[config.mk]
export PLATFORM = sky130hd
export DESIGN_NAME = qbr_cell
export DESIGN_NICKNAME = d
export VERILOG_FILES = /design/src/sv/qbr_pkg.sv /design/src/sv/qbr_cell.sv
export SDC_FILE = /design/constraint.sdc
export NUM_CORES = 1
export LEC_CHECK = 0
export ABC_AREA = 1
export BUFFER_PORTS_ARGS = -buffer_cell sky130_fd_sc_hd__buf_4
export CAP_MARGIN = 25
export CORE_ASPECT_RATIO = 0.9
export CORE_MARGIN = 4
export CORE_UTILIZATION = 30
export CTS_CLUSTER_DIAMETER = 100
export DETAILED_ROUTE_END_ITERATION = 12
export PLACE_DENSITY_LB_ADDON = 0.12
export SKIP_CTS_REPAIR_TIMING = 1
export SLEW_MARGIN = 30
export SYNTH_ARGS = -nofsm -noshare
export SYNTH_HDL_FRONTEND = slang
export SYNTH_SLANG_ARGS = --single-unit
[constraint.sdc]
create_clock -name clock -period 7.35 [get_ports clock]
set_clock_uncertainty 0.05 [all_clocks]
set_input_delay 1.47 -clock clock [delete_from_list [all_inputs] [get_ports clock]]
set_output_delay 1.47 -clock clock [all_outputs]
set_load 0.01 [all_outputs]
[src/sv/qbr_pkg.sv]
// Package for the quantile binning block: sizes, register indexes and the
// link record passed between neighbouring sort cells.
// No dependencies.
`default_nettype none
package qbr_pkg;
   localparam int MAX_SAMPLES  = 64;
   localparam int MAX_LEVELS   = 7;
   localparam int OUTCOME_BITS = 32;
   localparam int INDEX_BITS   = 16;
   localparam int QUANT_BITS   = 17;
   localparam int LEVEL_BITS   = 3;
   localparam int ADDR_BITS    = $clog2(MAX_SAMPLES);
   localparam int COUNT_BITS   = $clog2(MAX_SAMPLES + 1);
   localparam int CSR_ADDR_BITS = 5;
   localparam int POS_BITS     = COUNT_BITS + QUANT_BITS + 1 - 16;

   localparam logic [QUANT_BITS-1:0] QUANT_ONE = QUANT_BITS'(65536);

   localparam logic [2:0] REG_QCOUNT = 3'd0;
   localparam logic [2:0] REG_Q0     = 3'd1;

   typedef logic signed [OUTCOME_BITS-1:0] key_type;

   typedef struct packed {
      logic    valid;
      logic    gt;
      key_type key;
   } cell_link_type;
endpackage : qbr_pkg
`default_nettype wire

[src/sv/qbr_cell.sv]
// One cell of the insertion sort chain: holds one key, ascending along the row.
// Depends on qbr_pkg.
`default_nettype none
module qbr_cell (
   input  wire logic                   clock,
   input  wire logic                   reset,
   input  wire logic                   clear,
   input  wire logic                   insert,
   input  wire qbr_pkg::key_type       new_key,
   input  wire qbr_pkg::cell_link_type left,
   output qbr_pkg::cell_link_type      link
);
   import qbr_pkg::*;

   logic    valid_ff;
   key_type key_ff;

   assign link.valid = valid_ff;
   assign link.gt    = valid_ff && (key_ff > new_key);
   assign link.key   = key_ff;

   // A larger key to the left shifts in; otherwise this cell takes the new
   // key if it is the first one larger than it, or the first empty one.
   always_ff @(posedge clock) begin
      if (reset || clear) begin
         valid_ff <= 1'b0;
      end else if (insert && left.valid) begin
         valid_ff <= 1'b1;
      end
      if (insert && left.valid) begin
         if (left.gt) begin
            key_ff <= left.key;
         end else if (link.gt || !valid_ff) begin
            key_ff <= new_key;
         end
      end
   end
endmodule : qbr_cell
`default_nettype wire

==> impl_metrics.csv, run 1 <==
group,metric,value,unit
status,status,"completed",
synthesis,synth_top_family_by_area,"adder cells",
place,dpl.hpwl,4.340,mm
layout,fin_nets,462,
worst_hold_path,holdCritPathClass,"flip-flop to flip-flop",
power,p_leak,1.616,nW
layout,diodes,0,
grt,overflow,0,
worst_setup_path,crit_start,"new_key[31]",
worst_setup_path,r2r_start,"key_ff[21]",
sta,min_period,4.459,ns
layout,final_util,0.4488,
worst_setup_path,ff2ff_setup_slack,4.76,ns
power,p_clk_frac,0.285,
grt,grt_pass1_wl,8.638,mm
layout,fillers,743,
synthesis,yosys-mux-area-fraction,0.005068,
synthesis,ys_ff_latch,33,
power,power_frac_comb,0.235,
place,io_buffers,103,
synthesis,synth_xor_area_frac,0,
layout,layout.cells.non_filler,454,
clock_tree,clockBufferDepth,2,
synthesis,yosysWarnings,0,
worst_setup_path,crit_required,5.83,ns
power,vdd_ir_drop_max,0.05967,mV
sta,drv_slew,0,
drt,dr.pass1.iters,4,
drt,via_per_inst,4.271,
layout,final_cell_mix,"buf_4, nand2_1, inv_1",
drt,ant_nets,0,
sta,rsz0062_at_grt,"no",
synthesis,synth_cells,257,
drt,wl,5.313,mm
clock_tree,htreeDepth,2,
grt,grt_max_degree,65,
worst_setup_path,startpoint_type,"input port",
place,place.gp.congestion,0.7199,
sta,fmax,224.3,MHz
power,p_per_area,146.4,mW/mm^2
synthesis,syn_area_per_cell,8.646,sq um
synthesis,synth_top_cell_area_share,0.4324,
clock_tree,clkTransAtPathRegs,0.07,ns
layout,area_growth,43.64,%
worst_setup_path,crit_path_end,"link[32]",
die,dieHeight,89.65,um
sta,fin_crit_sh,0.6067,
clock_tree,cts.sink_count,33,
clock_tree,clk_latency,0.28,ns
grt,grtUsageTotal,0.1231,
power,p_sw,122.9,uW
sta,hold-worst-slack,0.5340,ns
die,io_pins,104,
drt,drc,0,
sta,hold_viol_final,0,
clock_tree,cts_root_buf,"clkbuf_8",
sta,setup_tns,0,ns
synthesis,yosysSeqAreaShare,0.4414,
layout,final_common_cell,"buf_4",
synthesis,syn-num-nets,359,
die,core,0.007112,sq mm
die,core.rowCount,29,
worst_setup_path,critical_path_class,"input port to output port",
die,die-area,0.008850,sq mm
synthesis,synthTopCellsByArea,"edfxtp_1, ha_1, nand2_1, o21ai_0, inv_1",
synthesis,yosys.area.top_type,"edfxtp_1",
die,start_util,0.3125,
power,switching_share,0.2631,
synthesis,synth_compound_area_frac,0.1239,
sta,tightestPinTransition,0.5605,ns
drt,wl_per_cell,11.70,um
synthesis,synth.distinct_cells,24,
power,power.total,467.2,uW
worst_setup_path,end_kind,"output port",
worst_setup_path,critical_path_arrival,2.94,ns
synthesis,synth_fa_ha_area_frac,0.1802,
power,internal_power,344.2,uW
synthesis,synthSimpleGateAreaFrac,0.1610,
grt,grt_pass1_vias,1972,
worst_setup_path,r2r_cells,10,
drt,num_vias,1939,
power,pwr-share-seq,0.479,
die,die_x,98.72,um
synthesis,netlist_area,0.002222,sq mm
grt,antenna_found_initial,0,
sta,maxSlewHeadroom,0.6255,
sta,setup_viol_count_final,0,
worst_setup_path,regToRegEndpoint,"key_ff[22]",
worst_setup_path,critical_path.max_fanout,4,
clock_tree,numCtsBuffers,5,
place,dp.cells,446,
clock_tree,cts_tree,"yes",
layout,final_layout_size_suffix_gt1_frac,0.3213,
drt,drt_iter0_drc,41,
job,maxCapViolCount,0,
[registers in the layout, summed over array words and instances, names as in the netlist]
| register | flops |
|---|---|
| key_ff | 32 |
| valid_ff | 1 |
[routing by layer]
layer	vias to the layer above	GRT usage	wire length [um]
li1	1054	-	-
met1	818	0.1468	2375
met2	60	0.2038	2418
met3	7	0.04942	450
met4	0	0.04467	69
met5	-	0	0
[worst min path at each step]
stage / to / start / depth (start not counted)
global route: valid_ff / valid_ff / 3
finish: valid_ff / valid_ff / 3
detailed placement: valid_ff / valid_ff / 3
CTS: valid_ff / valid_ff / 3
floorplan: valid_ff / valid_ff / 3
global placement: valid_ff / valid_ff / 3
[worst max-delay path, stage by stage]
cell	delay, ns
buf_4	0.08
inv_1	0.05
ha_1	0.34
a21oi_1	0.16
o21a_1	0.13
nand2_1	0.05
a21oi_1	0.19
nand2_1	0.08
nand2_1	0.07
nand3_2	0.09
nor2_1	0.11
buf_4	0.13
[cells in the mapped netlist, drive strengths merged]
master / instances
clkinv: 1
inv: 42
nand4: 2
ha: 32
mux2: 1
nand3: 3
edfxtp: 32
buf: 3
clkbuf: 5
a211o: 1
nand2: 71
dfxtp: 1
o21a: 2
a21o: 1
a21oi: 15
nor2: 12
o21ai: 33
[kinds of logic after synthesis]
kind of cell	count (synthesis)
flops	33
simple gates	88
buf+inv	51
compound gates	52
fa+ha+maj	32
mux	1
[power by group through the flow]
stage          logic, mW  registers, mW  clock network [mW]
2_1_floorplan     0.0515          0.232                   0
3_3_place_gp       0.109          0.228                   0
3_5_place_dp       0.112          0.228                   0
4_1_cts            0.113          0.224               0.139
5_1_grt            0.126          0.225               0.146
6_report           0.110          0.224               0.133
[cell type report]
| class | count | area, sq um | area share |
|---|---|---|---|
| flip-flops and latches | 33 | 980.9 | 0.3073 |
| repair buffers | 104 | 800.8 | 0.2509 |
| multi-input cells | 173 | 1052 | 0.3297 |
| inverters | 43 | 161.4 | 0.05057 |
| well taps | 93 | 116.4 | 0.03646 |
| clock buffers | 8 | 80.08 | 0.02509 |
[metrics by stage]
stage / setup slack (ns) / cell area [sq um]
final: 2.891 / 3192
after global routing: 2.749 / 3192
after CTS: 2.870 / 3192
after detailed placement: 2.874 / 3112
after global placement: 2.893 / 3084
after floorplan: 3.204 / 2222
Power figures use the tool's default switching activity.
==> run 2, diff against run 1 <==
- ABC_AREA: 1 -> 0
- clock period: 7.35 -> 3.9 ns (I/O delays scaled with it)
==> run 2 against run 1 <==
Net effect: cell area is 1.1% lower; core utilization about the same; first-iteration DRC count shrank 20%; critical endpoint unchanged.
==> impl_metrics.csv, run 2 <==
group,metric,value,unit
power,p_leak,1.525,nW
synthesis,yosys.area.top_type,"edfxtp_1",
clock_tree,clkTransAtPathRegs,0.06,ns
die,core,0.007039,sq mm
status,status,"completed",
synthesis,async_reset_ff_frac,0,
clock_tree,clockBufferDepth,2,
synthesis,synth_edf_count,32,
power,vdd_ir_drop_max,0.1394,mV
layout,final_cell_mix,"buf_4, nand2_1, inv_1",
grt,grt_pass1_vias,1894,
worst_hold_path,hold_depth,2,
worst_setup_path,critical_path.max_fanout,4,
place,dpl.hpwl,4.477,mm
synthesis,synth.distinct_cells,30,
synthesis,synth_top_cell_area_share,0.4427,
worst_setup_path,critical_path_arrival,2.67,ns
grt,grt_pass1_wl,8.673,mm
clock_tree,cts.sink_count,33,
layout,diodes,0,
drt,via_per_inst,4.597,
layout,final_util,0.4485,
layout,layout.cells.non_filler,427,
clock_tree,cts_root_buf,"clkbuf_8",
worst_setup_path,startpoint_type,"input port",
grt,antenna_found_initial,0,
layout,largest-register,"key_ff",
sta,maxSlewHeadroom,0.5919,
grt,grt_max_degree,64,
drt,dr.pass1.iters,4,
worst_setup_path,critical_path_class,"input port to output port",
worst_setup_path,end_kind,"output port",
sta,fmax,285.5,MHz
drt,num_vias,1963,
synthesis,yosysWarnings,0,
grt,grtUsageTotal,0.1252,
sta,setup_tns,0,ns
grt,overflow,0,
drt,ant_nets,0,
drt,drt_iter0_drc,33,
sta,min_period,3.502,ns
sta,setup_viol_count_final,0,
synthesis,yosys-top-cells-count,"nand2_1, inv_1, edfxtp_1, ha_1, o21ai_1",
drt,wl,5.552,mm
power,power.total,990.7,uW
die,die_x,97.67,um
grt,busiest_layer,"met2",
layout,largestRegisters,"key_ff: 32 flops, valid_ff: 1 flops",
worst_setup_path,crit_start,"new_key[30]",
die,die-area,0.008663,sq mm
drt,wl_per_cell,13.00,um
worst_setup_path,r2r_start,"key_ff[30]",
grt,grt_util_met2,0.2029,
synthesis,netlist_area,0.002171,sq mm
clock_tree,clk_latency,0.28,ns
layout,final_common_cell,"buf_4",
sta,hold-worst-slack,0.5257,ns
place,io_buffers,103,
power,p_per_area,313.8,mW/mm^2
layout,fin_nets,435,
worst_setup_path,crit_required,3.07,ns
synthesis,yosysMostFrequentCell,"nand2_1",
clock_tree,cts_tree,"yes",
drt,drc,0,
sta,drv_slew,0,
worst_setup_path,r2r_cells,7,
synthesis,yosysSeqAreaShare,0.4519,
die,start_util,0.3084,
synthesis,synth_cells,228,
place,place.gp.congestion,0.7856,
layout,area_growth,45.42,%
grt,grtUsageMet1,0.1665,
synthesis,ys_ff_latch,33,
synthesis,syn-num-nets,330,
grt,grt_use_met3,0.03467,
worst_hold_path,holdCritPathClass,"flip-flop to flip-flop",
worst_hold_path,hold_path.startpoint,"valid_ff",
die,io_pins,104,
sta,fin_crit_sh,0.8980,
layout,fillers,726,
clock_tree,htreeDepth,2,
layout,largest_register_ffs,32,
sta,tightestPinTransition,0.6108,ns
layout,final_layout_size_suffix_gt1_frac,0.3443,
synthesis,syn_area_per_cell,9.521,sq um
clock_tree,numCtsBuffers,5,
sta,rsz0062_at_grt,"no",
job,maxCapViolCount,0,
synthesis,synthTopCellsByArea,"edfxtp_1, ha_1, nand2_1, o21ai_1, inv_1",
sta,hold_viol_final,0,
place,dp.cells,419,
die,core.rowCount,29,
synthesis,ys.flop_type,"edfxtp_1",
die,dieHeight,88.70,um
run 2: changes by cell type in the layout (fill, tap and decap cells not counted), sizes merged, moves of 2 or more:
cell | before | now
nand2 | 71 | 39
inv | 42 | 34
nor2 | 12 | 2
nand4 | 2 | 8
o21a | 2 | 0
nor4 | 0 | 2
buf | 104 | 106
a221o | 0 | 2
nor3 | 0 | 2
run 2: logic make-up after synthesis:
| group | synth area share |
|---|---|
| AOI/OAI and AO/OA | 0.1608 |
| adders and majority gates | 0.1844 |
| buffers and inverters | 0.07435 |
| DFF | 0.4519 |
| muxes | 0.005187 |
| and+or+nand+nor | 0.1233 |
run 2: layout make-up:
class / instances / area [sq um] / area share
clock buffer: 8 / 90.09 / 0.02854
inverter: 34 / 127.6 / 0.04043
multi-input combinational: 153 / 1046 / 0.3314
sequential: 33 / 980.9 / 0.3107
tap: 93 / 116.4 / 0.03686
timing repair buffer: 106 / 795.8 / 0.2521
run 2: power by group:
part / total [mW] / leakage, nW / switching, mW / internal, mW
sequential: 0.453 / 0.316 / 0.0197 / 0.434
clock: 0.262 / 0.0455 / 0.118 / 0.144
combinational: 0.276 / 1.16 / 0.135 / 0.141
run 2: stage by stage:
step                setup slack, ns  instance area (sq um)
CTS                          0.3861                   3157
global placement             0.3389                   3067
global route                 0.2569                   3157
floorplan                    0.4772                   2188
detailed placement           0.3532                   3067
finish                       0.3977                   3157
run 2: final timing paths:
path                      to  slack (ns)
setup / recovery    link[32]        0.40
hold / removal      valid_ff        0.53
setup reg to reg  key_ff[30]        0.87
hold reg to reg     valid_ff        0.53
run 2: worst max-delay path, stage by stage:
cell	delay [ns]
buf_4	0.08
inv_1	0.04
ha_1	0.33
a21oi_1	0.16
nand2_1	0.07
a221o_1	0.34
a211o_1	0.34
o41ai_1	0.35
buf_4	0.19
run 2: per-layer routing:
layer | up-vias | wire (um)
met1 | 872 | 2643
met2 | 57 | 2514
li1 | 1029 | -
met4 | 0 | 51
met5 | - | 0
met3 | 5 | 343
