==> src/sv/qbr_ram.sv <==
// Generic single write port, single read port RAM with registered read data.
// No dependencies.
`default_nettype none
module qbr_ram #(
   parameter int WIDTH = 8,
   parameter int DEPTH = 16
) (
   input  wire logic                     clock,
   input  wire logic                     wr_en,
   input  wire logic [$clog2(DEPTH)-1:0] wr_addr,
   input  wire logic [WIDTH-1:0]         wr_data,
   input  wire logic [$clog2(DEPTH)-1:0] rd_addr,
   output logic      [WIDTH-1:0]         rd_data
);
   logic [WIDTH-1:0] mem_ff [DEPTH];

   always_ff @(posedge clock) begin
      if (wr_en) begin
         mem_ff[wr_addr] <= wr_data;
      end
      rd_data <= mem_ff[rd_addr];
   end
endmodule : qbr_ram
`default_nettype wire

==> config.mk <==
export PLATFORM = sky130hd
export DESIGN_NAME = qbr_ram
export DESIGN_NICKNAME = d
export VERILOG_FILES = /design/src/sv/qbr_ram.sv
export SDC_FILE = /design/constraint.sdc
export NUM_CORES = 1
export LEC_CHECK = 0
export ABC_AREA = 1
export BUFFER_PORTS_ARGS = -buffer_cell sky130_fd_sc_hd__buf_2
export CAP_MARGIN = 15
export CORE_MARGIN = 2
export CORE_UTILIZATION = 55
export DETAILED_ROUTE_END_ITERATION = 7
export PLACE_DENSITY_LB_ADDON = 0.12
export SLEW_MARGIN = 25
export SYNTH_ARGS = -nofsm -noshare
export SYNTH_HDL_FRONTEND = slang
export SYNTH_SLANG_ARGS = --single-unit
==> constraint.sdc <==
create_clock -name clock -period 1 [get_ports clock]
set_input_delay 0.1 -clock clock [delete_from_list [all_inputs] [get_ports clock]]
set_output_delay 0.1 -clock clock [all_outputs]
set_load 0.02 [all_outputs]
==> results.tsv, run 1 <==
stage	metric	value	unit
outcome	status	finished with violations	
outcome	violations	negative setup slack	
floorplanning	start_util	56.37	%
route	drtIter0Drc	299	
route	routed_wl	13.05	mm
setup_path	cpLargestDelayFamily	flip-flops	
yosys	ys_warn_count	0	
setup_path	critical_path.endpoint_type	output pin	
power	clkPwrFrac	46.5	%
setup_path	required	0.90	ns
setup_path	path_buf_inv	1	
yosys	yosysSeqAreaShare	69.43	%
cts	cts_post_setup_buffers_inserted	0	
sta	worst_hold_slack	0.01086	ns
finish	area_delta_synth_final	23.13	%
power	power_frac_seq	46.4	%
job	drv_cap	0	
floorplanning	ios	26	
yosys	synth_edf_count	128	
cts	path_clk_slew	0.06	ns
yosys	syn-cell-area	5767	um^2
finish	drive_gt1_share	21.95	%
yosys	synth_adder_area_share	0	%
grt	grt_max_degree	41	
yosys	synth.top_cells.by_count	nand2_1, edfxtp_1, inv_1	
yosys	syn_avg_cell_area	10.47	um^2
route	vias	3911	
floorplanning	core-area	10230	um^2
cts	clock-sinks	136	
finish	fin_area	7101	um^2
yosys	synth_cell_type_count	12	
yosys	synthSimpleGateAreaFrac	21.05	%
yosys	netlist_instances	551	
sta	period_minus_slack	1.084	ns
floorplanning	die_area	11320	um^2
yosys	synthXorXnorAreaFrac	0	%
finish	final_util	69.40	%
route	ant_nets	0	
sta	fmax	922.7	MHz
power	power.density	1953	nW/um^2
yosys	yosys_most_used_dff	edfxtp_1	
route	drt-pass1-iter-count	5	
place	io_buffers	25	
setup_path	critPathMaxStageDelay	0.35	ns
power	worst_ir_drop_vdd	1.293	mV
cts	insertion_delay	0.52	ns
cts	cts_tree	done	
route	wl_per_cell	17.38	um
sta	relSlewSlack	72.42	%
grt	grt-ovfl-total	0	
place	pre_cts_ws	-0.2068	ns
yosys	synth_nets	569	
yosys	synth_area_leaders	edfxtp_1, nand2_1, nand3_1, inv_1, dfxtp_1	
route	drc_errors	0	
setup_path	start_kind	flop	
floorplanning	die_h	106.4	um
grt	antenna_found_initial	0	
sta	fin_ws	-0.08375	ns
yosys	synthArstFlopShare	0	%
place	dp.cells	716	
sta	setup_viol	8	
yosys	yosys.area.top_type_share	66.65	%
sta	worstMarginPinSlew	0.4132	ns
cts	numCtsBuffers	17	
setup_path	arrival	0.98	ns
setup_path	cp_max_fo	1	
route	avgViaCountPerCell	5.208	
place	placed_cell_area	6226	um^2
cts	cts_max_level	4	
power	p_leak	3.089	nW
power	total_power	13.87	mW
yosys	synth-seq-cells	136	
place	gp_congestion	0.7802	
power	p_switching	2.970	mW
sta	rsz0062_at_grt	true	
yosys	synth_top_area_cell	edfxtp_1	
yosys	synth_mux_area_share	0	%
cts	clockBufferDepth	2	
power	power.internal	10.90	mW
power	pwr-share-comb	7.2	%
setup_path	cp_cell_sequence	buf_6	
setup_path	slowest_stage	dfxtp_2	
finish	finalNonFillerCells	751	
setup_path	reg2reg_slack	0.03	ns
floorplanning	die_w	106.4	um
floorplanning	fp-row-count	37	
power	swShare	21.42	%
finish	antennaDiodeCount	0	
place	dpl.hpwl	7.938	mm
grt	grt_pass1_vias	3839	
sta	setup-tns-final	-0.5171	ns
min_path	min_path_type	in -> reg	
yosys	synth_top_family_by_area	simple AND/OR/NAND/NOR gates	
sta	finalHoldViolations	0	
grt	track_usage	25.01	%
finish	final_nets	620	
sta	clock_skew	0.008676	ns
sta	post-route-period-util	108.4	%
setup_path	critical_path_class	reg -> out	
grt	grt_pass1_wl	20.58	mm
yosys	yosysMostFrequentCell	nand2_1	
yosys	synth_compound_area_share	0	%
cts	root_buffer	clkbuf_8	
sta	slew_violations	0	
## power by group through the flow
| stage | clock network (mW) | registers [mW] | logic (mW) |
|---|---|---|---|
| after global routing | 6.71 | 6.44 | 1.09 |
| final | 6.44 | 6.43 | 0.993 |
| after CTS | 6.48 | 6.43 | 0.958 |
| after detailed placement | 0 | 6.53 | 0.876 |
| after floorplan | 0 | 6.57 | 0.452 |
| after global placement | 0 | 6.53 | 0.859 |
## path summary, 6_finish.rpt
path / start / to / depth (start not counted)
min: wr_data[7] / mem_ff[3][7] / 1
min reg2reg: mem_ff[2][0] / rd_data[0] / 6
max: rd_data[3] / rd_data[3] / 1
max reg2reg: mem_ff[7][6] / rd_data[6] / 6
## repair_timing
item,in CTS,in global routing
hold endpoints to repair,21,1
endpoints found under the setup margin,14,16
pin swaps,1,12
hold buffers,2,1
resized for setup,35,27
## kinds of logic after synthesis
group / after synthesis
buf+inv: 126
flops: 136
simple gates: 289
## state kept, by name, summed over array words and instances, names as in the netlist
register	count
rd_data	8
mem_ff	128
## area by class of cell
type / instances / area (um^2)
Clock buffer: 19 / 441.7
Clock inverter: 13 / 175.2
Fill cell: 770 / 3131
Inverter: 102 / 382.9
Multi-Input combinational cell: 289 / 1389
Sequential cell: 136 / 4014
Tap cell: 136 / 170.2
Timing Repair Buffer: 56 / 528.0
## routing by layer
metal / GRT usage, % / part of all wire, %
met5: 0 / 0
met3: 5.518 / 6.7
met1: 35.19 / 43
met4: 8.741 / 1.4
met2: 38.78 / 49
## layout by cell type (no fill, tap or decap)
cell,synthesis,layout
nor2_1,17,14
inv_1,100,97
nand3_1,97,65
clkinvlp_4,0,3
clkinv_1,0,1
clkbuf_16,0,16
dfxtp_2,0,8
buf_12,0,9
nand2_1,173,170
edfxtp_1,128,128
nand2_2,0,3
buf_4,4,19
clkbuf_8,0,3
nor2_2,0,3
clkinv_2,0,4
bufinv_16,0,4
inv_2,2,5
buf_2,13,17
buf_6,6,8
nand3_2,0,32
inv_6,0,1
nand3b_1,2,2
dlygate4sd3_1,0,3
Note: power is estimated with default switching activity, not from simulation.
==> run 2: changes to the inputs <==
ABC_AREA = unset   (was 1)
CORE_UTILIZATION = 54   (was 55)
==> run 2 against run 1 <==
Critical path type is now reg -> reg. Non-clock buffer count is 11 higher. Clock skew fell by 0.0020 ns. Sequential cell count unchanged. The run still ends with negative setup slack left. Largest power group is now sequential cells. First-iteration DRC count is 35% lower.
==> results.tsv, run 2 <==
stage	metric	value	unit	change
floorplanning	fp-row-count	35		-5.4%
sta	setup_viol	16		+8
cts	clockBufferDepth	2		unchanged
setup_path	critical_path_class	reg -> reg		
yosys	yosysSeqAreaShare	77.78	%	+8.4 points
setup_path	cp_max_fo	1		unchanged
yosys	yosys_most_used_dff	edfxtp_1		
yosys	syn-cell-area	5147	um^2	-11%
place	dpl.hpwl	6.556	mm	-17%
route	drtIter0Drc	195		-35%
sta	post-route-period-util	133.0	%	+25 points
yosys	synth_edf_count	128		unchanged
sta	worstMarginPinSlew	0.8028	ns	+0.3896 ns
grt	grt_max_degree	22		-46%
route	avgViaCountPerCell	5.559		+6.8%
grt	grt-ovfl-total	0		unchanged
place	placed_cell_area	5824	um^2	-6.5%
sta	relSlewSlack	46.37	%	-26 points
grt	grt-busiest-layer	met2		
finish	top_register	mem_ff		
sta	finalHoldViolations	0		unchanged
sta	period_minus_slack	1.330	ns	+0.2458 ns
yosys	ys_warn_count	0		unchanged
sta	fin_ws	-0.3295	ns	-0.2458 ns
grt	grt_pass1_vias	2547		-34%
route	drc_errors	0		unchanged
grt	use_met1	31.31	%	-3.9 points
grt	antenna_found_initial	0		unchanged
place	io_buffers	25		unchanged
grt	grt_use_met2	31.98	%	-6.8 points
finish	area_delta_synth_final	27.39	%	
finish	drive_gt1_share	47.48	%	+26 points
setup_path	critical_path.endpoint_type	flop		
cts	root_buffer	clkbuf_8		
floorplanning	core-area	9240	um^2	-9.7%
job	drv_cap	0		unchanged
outcome	status	finished with violations		
place	gp_congestion	0.7397		-5.2%
floorplanning	die_area	10330	um^2	-8.7%
route	ant_nets	0		unchanged
finish	fin_area	6558	um^2	-7.6%
cts	cts_tree	done		
finish	antennaDiodeCount	0		unchanged
cts	clock-sinks	136		unchanged
min_path	whs_path_depth	1		unchanged
place	pre_cts_ws	-0.5426	ns	-0.3358 ns
yosys	syn_avg_cell_area	22.48	um^2	+110%
yosys	yosys.area.top_type_share	74.67	%	+8.0 points
power	power.density	2039	nW/um^2	+4.4%
finish	finalNonFillerCells	447		-40%
route	wl_per_cell	22.62	um	+30%
route	vias	2485		-36%
yosys	synth.top_cells.by_count	edfxtp_1, mux4_2, a22oi_1		
cts	numCtsBuffers	17		unchanged
yosys	synthArstFlopShare	0	%	unchanged
route	drt-pass1-iter-count	4		-1
sta	setup-tns-final	-2.701	ns	-2.184 ns
cts	cts_max_level	4		unchanged
sta	clock_skew	0.006711	ns	-0.001966 ns
finish	final_common_cell	edfxtp_1		
route	routed_wl	10.11	mm	-23%
floorplanning	die_h	101.6	um	-4.5%
finish	top_regs	mem_ff (128), rd_data (8)		
sta	rsz0062_at_grt	true		
grt	grt_pass1_wl	15.17	mm	-26%
cts	insertion_delay	0.51	ns	about the same
floorplanning	die_w	101.6	um	-4.5%
sta	fmax	752.1	MHz	-18%
power	worst_ir_drop_vdd	1.063	mV	-18%
setup_path	start_kind	flop		
yosys	synth_top_area_cell	edfxtp_1		
finish	final_cell_mix	edfxtp_1, mux4_2, buf_4, buf_2, clkbuf_16		
yosys	synth-seq-cells	136		unchanged
floorplanning	start_util	55.71	%	-0.66 points
sta	slew_violations	0		unchanged
power	p_leak	2.197	nW	-29%
floorplanning	ios	26		unchanged
cts	path_clk_slew	0.06	ns	about the same
yosys	synth_cell_type_count	19		+7
finish	largest_reg_flops	128		unchanged
grt	track_usage	21.58	%	-3.4 points
yosys	netlist_instances	229		-58%
place	dp.cells	409		-43%
min_path	min_path_type	in -> reg		
finish	final_nets	323		-48%
outcome	violations	negative setup slack		
setup_path	arrival	1.72	ns	+0.74 ns
setup_path	required	1.39	ns	+0.49 ns
yosys	synth_area_leaders	edfxtp_1, mux4_2, mux4_1, dfxtp_1, a22oi_1		
yosys	yosysMostFrequentCell	edfxtp_1		
grt	use_met3	5.383	%	-0.14 points
setup_path	reg2regPathDepth	3		-3
setup_path	reg2reg_slack	-0.33	ns	-0.36 ns
yosys	synth_nets	247		-57%
==> run 2: cell types whose count changed after synthesis, sizes merged, moves of 16 or more <==
cell | before | now
buf | 24 | 7
nand3 | 97 | 1
a22oi | 0 | 16
nand2 | 173 | 9
inv | 102 | 0
mux4 | 0 | 32
==> run 2: critical path: stages, from the launching register on <==
cell,delay [ns]
edfxtp_1,0.39
mux4_2,0.52
a22oi_2,0.23
nand2_1,0.07
==> run 2: stage by stage <==
stage / hold WS, ns / util (%) / total power [mW]
after floorplan: 0.1989 / - / 6.938
after global placement: 0.5071 / 63.03 / 7.283
after detailed placement: 0.5163 / 63.03 / 7.300
after CTS: 0.01109 / 70.97 / 13.47
after global routing: 0.02116 / 70.97 / 13.74
final: 0.03561 / 70.97 / 13.37
==> run 2: per-layer routing <==
layer	vias to the layer above	routed length, um
met1	1244	4256
li1	1113	-
met3	13	897
met5	-	0
met2	115	4764
met4	0	193
==> run 2: cell families after synthesis <==
kind of cell,share of synthesized area [%]
flip-flops,77.78
AO/OA/AOI/OAI,2.334
buffers and inverters,1.677
AND/OR/NAND/NOR,3.184
multiplexers,15.02
==> run 2: area by class of cell <==
class                   count  area [um^2]
clock buffers              17        414.1
repair buffers             67        680.7
clock inverters            15        176.4
flip-flops and latches    136         4011
fillers                   552         2683
well taps                 129        161.4
multi-input cells          83         1114
==> run 2: report_power, final <==
part | switching (mW) | internal, mW | total, mW
sequential | 0.0475 | 6.38 | 6.43
combinational | 0.436 | 0.402 | 0.838
clock | 2.31 | 3.80 | 6.11
total | 2.79 | 10.6 | 13.4
==> run 2: final timing paths <==
kind,to,startpoint
max,rd_data[6],mem_ff[14][6]
min reg2reg,rd_data[4],mem_ff[2][4]
min,mem_ff[13][1],wr_data[1]
max reg2reg,rd_data[6],mem_ff[14][6]
==> run 2: timing repair <==
item | 4_1_cts | 5_1_grt
gates resized for setup | 27 | 0
buffers inserted | 0 | 0
hold buffers | 6 | 0
pin swaps | 1 | 1
endpoints found under the hold margin | 91 | 0
endpoints found under the setup margin | 16 | 16
==> run 3: changes to the inputs <==
ABC_AREA = 1   (was unset)
CORE_UTILIZATION = 50   (was 54)
PLACE_DENSITY = 0.7   (was unset)
PLACE_DENSITY_LB_ADDON = unset   (was 0.12)
==> run 3 against run 2 <==
The run now ends clean. Sequential power is essentially flat. Critical path depth grew 3. Largest cell class unchanged. Global-route usage is essentially flat. Cell area grew 7.2%. Routed wire length grew 25%. Clock power grew 14%. Setup slack gained 0.35 ns. Fmax grew 36%. Via count grew 55%. Largest power group is now the clock network. Sequential cell count is the same. Final cell count grew 69%. Die area grew 20%.
==> results.tsv, run 3 (same netlist as run 1, synthesis figures left out) <==
stage	metric	value	unit	change
finish	final_util	62.08	%	-8.9 points
finish	final_common_cell	nand2_1		
cts	cts_post_setup_buffers_inserted	0		unchanged
setup_path	arrival	1.28	ns	-0.44 ns
place	dpl.hpwl	7.644	mm	+17%
setup_path	start_kind	flop		
setup_path	cp_max_fo	1		unchanged
power	worst_ir_drop_vdd	1.278	mV	+20%
sta	post-route-period-util	97.75	%	-35 points
finish	area_delta_synth_final	21.87	%	
sta	worst_hold_slack	0.03711	ns	+0.001501 ns
sta	worstMarginPinSlew	0.4092	ns	-0.3936 ns
sta	setup_viol	0		-16
finish	final_nets	616		+91%
power	swShare	20.12	%	-0.74 points
floorplanning	die_w	111.4	um	+9.6%
cts	insertion_delay	0.41	ns	-0.10 ns
grt	grt_max_degree	65		+200%
sta	finalHoldViolations	0		unchanged
place	io_buffers	25		unchanged
finish	drive_gt1_share	19.15	%	-28 points
place	pre_cts_ws	-0.1604	ns	+0.3822 ns
sta	setup-tns-final	0	ns	+2.701 ns
floorplanning	fp-row-count	39		+11%
min_path	min_path_type	in -> reg		
power	total_power	14.28	mW	+6.8%
sta	relSlewSlack	72.69	%	+26 points
finish	final_cell_mix	nand2_1, edfxtp_1, inv_1, nand3_1, nand3_2		
power	p_leak	3.059	nW	+39%
sta	period_minus_slack	0.9775	ns	-0.3521 ns
setup_path	slowest_stage	edfxtp_1		
grt	track_usage	21.53	%	-0.049 points
route	drt-pass1-iter-count	5		+1
place	dp.cells	722		+77%
power	power.internal	11.41	mW	+7.8%
grt	grt_pass1_vias	3786		+49%
cts	cts_max_level	4		unchanged
cts	path_clk_slew	0.06	ns	about the same
power	power_frac_seq	44.9	%	-3.2 points
route	drc_errors	0		unchanged
power	clkPwrFrac	48.6	%	+2.9 points
route	routed_wl	12.64	mm	+25%
finish	top_register	mem_ff		
grt	grt-ovfl-total	0		unchanged
power	p_switching	2.873	mW	+3.0%
route	avgViaCountPerCell	5.115		-8.0%
cts	clockBufferDepth	2		unchanged
outcome	status	finished clean		
sta	slew_violations	0		unchanged
finish	top_regs	mem_ff (128), rd_data (8)		
sta	rsz0062_at_grt	true		
floorplanning	start_util	50.94	%	-4.8 points
job	drv_cap	0		unchanged
finish	finalNonFillerCells	754		+69%
setup_path	required	1.30	ns	-0.09 ns
route	ant_nets	0		unchanged
floorplanning	ios	26		unchanged
setup_path	cp_cell_sequence	inv_1 > nand2_1 > nand3_1 > nand3_1 > nand3_2 > nand2_1		
place	gp_congestion	0.8492		+15%
setup_path	critical_path.endpoint_type	flop		
sta	fmax	1023	MHz	+36%
route	wl_per_cell	16.76	um	-26%
cts	numCtsBuffers	17		unchanged
floorplanning	die_area	12410	um^2	+20%
sta	clock_skew	0.008127	ns	+0.001417 ns
sta	fin_ws	0.02254	ns	+0.3521 ns
cts	root_buffer	clkbuf_16		
power	power.density	2032	nW/um^2	-0.34%
route	drtIter0Drc	277		+42%
setup_path	critical_path_class	reg -> reg		
cts	clock-sinks	136		unchanged
grt	grt_pass1_wl	19.85	mm	+31%
finish	largest_reg_flops	128		unchanged
place	placed_cell_area	6202	um^2	+6.5%
grt	antenna_found_initial	0		unchanged
finish	fin_area	7028	um^2	+7.2%
finish	antennaDiodeCount	0		unchanged
floorplanning	die_h	111.4	um	+9.6%
floorplanning	core-area	11320	um^2	+23%
power	pwr-share-comb	6.5	%	+0.2 points
cts	holdBufCountCts	0		-6
cts	cts_tree	done		
finish	fillers	873		+58%
setup_path	critPathMaxStageDelay	0.36	ns	-0.16 ns
route	vias	3857		+55%
[run 3: path summary, 6_finish.rpt]
path	from	end	slack (ns)	cells after the start
worst max-delay path	mem_ff[3][7]	rd_data[7]	0.02	6
worst min-delay path	rd_addr[3]	rd_data[2]	0.04	3
worst max register to register	mem_ff[3][7]	rd_data[7]	0.02	6
worst min register to register	mem_ff[12][5]	rd_data[5]	0.66	6
[run 3: critical path: cells and delay by family, from the launching register on]
kind,cells,cell delay [ns]
AND/OR/NAND/NOR,5,0.45
flip-flops,1,0.36
buffers and inverters,1,0.06
[run 3: layer usage]
layer | global-route usage, % | vias up | wire length, um
li1 | - | 1871 | -
met1 | 27.25 | 1830 | 5128
met2 | 35.73 | 130 | 6478
met3 | 5.389 | 26 | 725
met4 | 9.053 | 0 | 307
met5 | 0 | - | 0
[run 3: layout make-up]
type,count,area [um^2],share of cell area (%)
timing repair buffer,52,439.2,6.249
clock buffer,19,442.9,6.302
tap,143,178.9,2.546
multi-input combinational,289,1351,19.23
sequential,136,4008,57.02
inverter,102,382.9,5.448
clock inverter,13,225.2,3.205
[run 3: power groups by stage]
| stage | Combinational (mW) | Sequential (mW) | Clock (mW) |
|---|---|---|---|
| 5_1_grt | 1.02 | 6.42 | 7.27 |
| 4_1_cts | 0.877 | 6.41 | 7.00 |
| 3_5_place_dp | 0.856 | 6.53 | 0 |
| 6_report | 0.928 | 6.42 | 6.94 |
| 2_1_floorplan | 0.452 | 6.57 | 0 |
| 3_3_place_gp | 0.840 | 6.52 | 0 |
[run 3: repair_timing]
action | 4_1_cts | 5_1_grt
gates resized for setup | 6 | 32
pin swaps | 0 | 12
endpoints found under the setup margin | 4 | 12
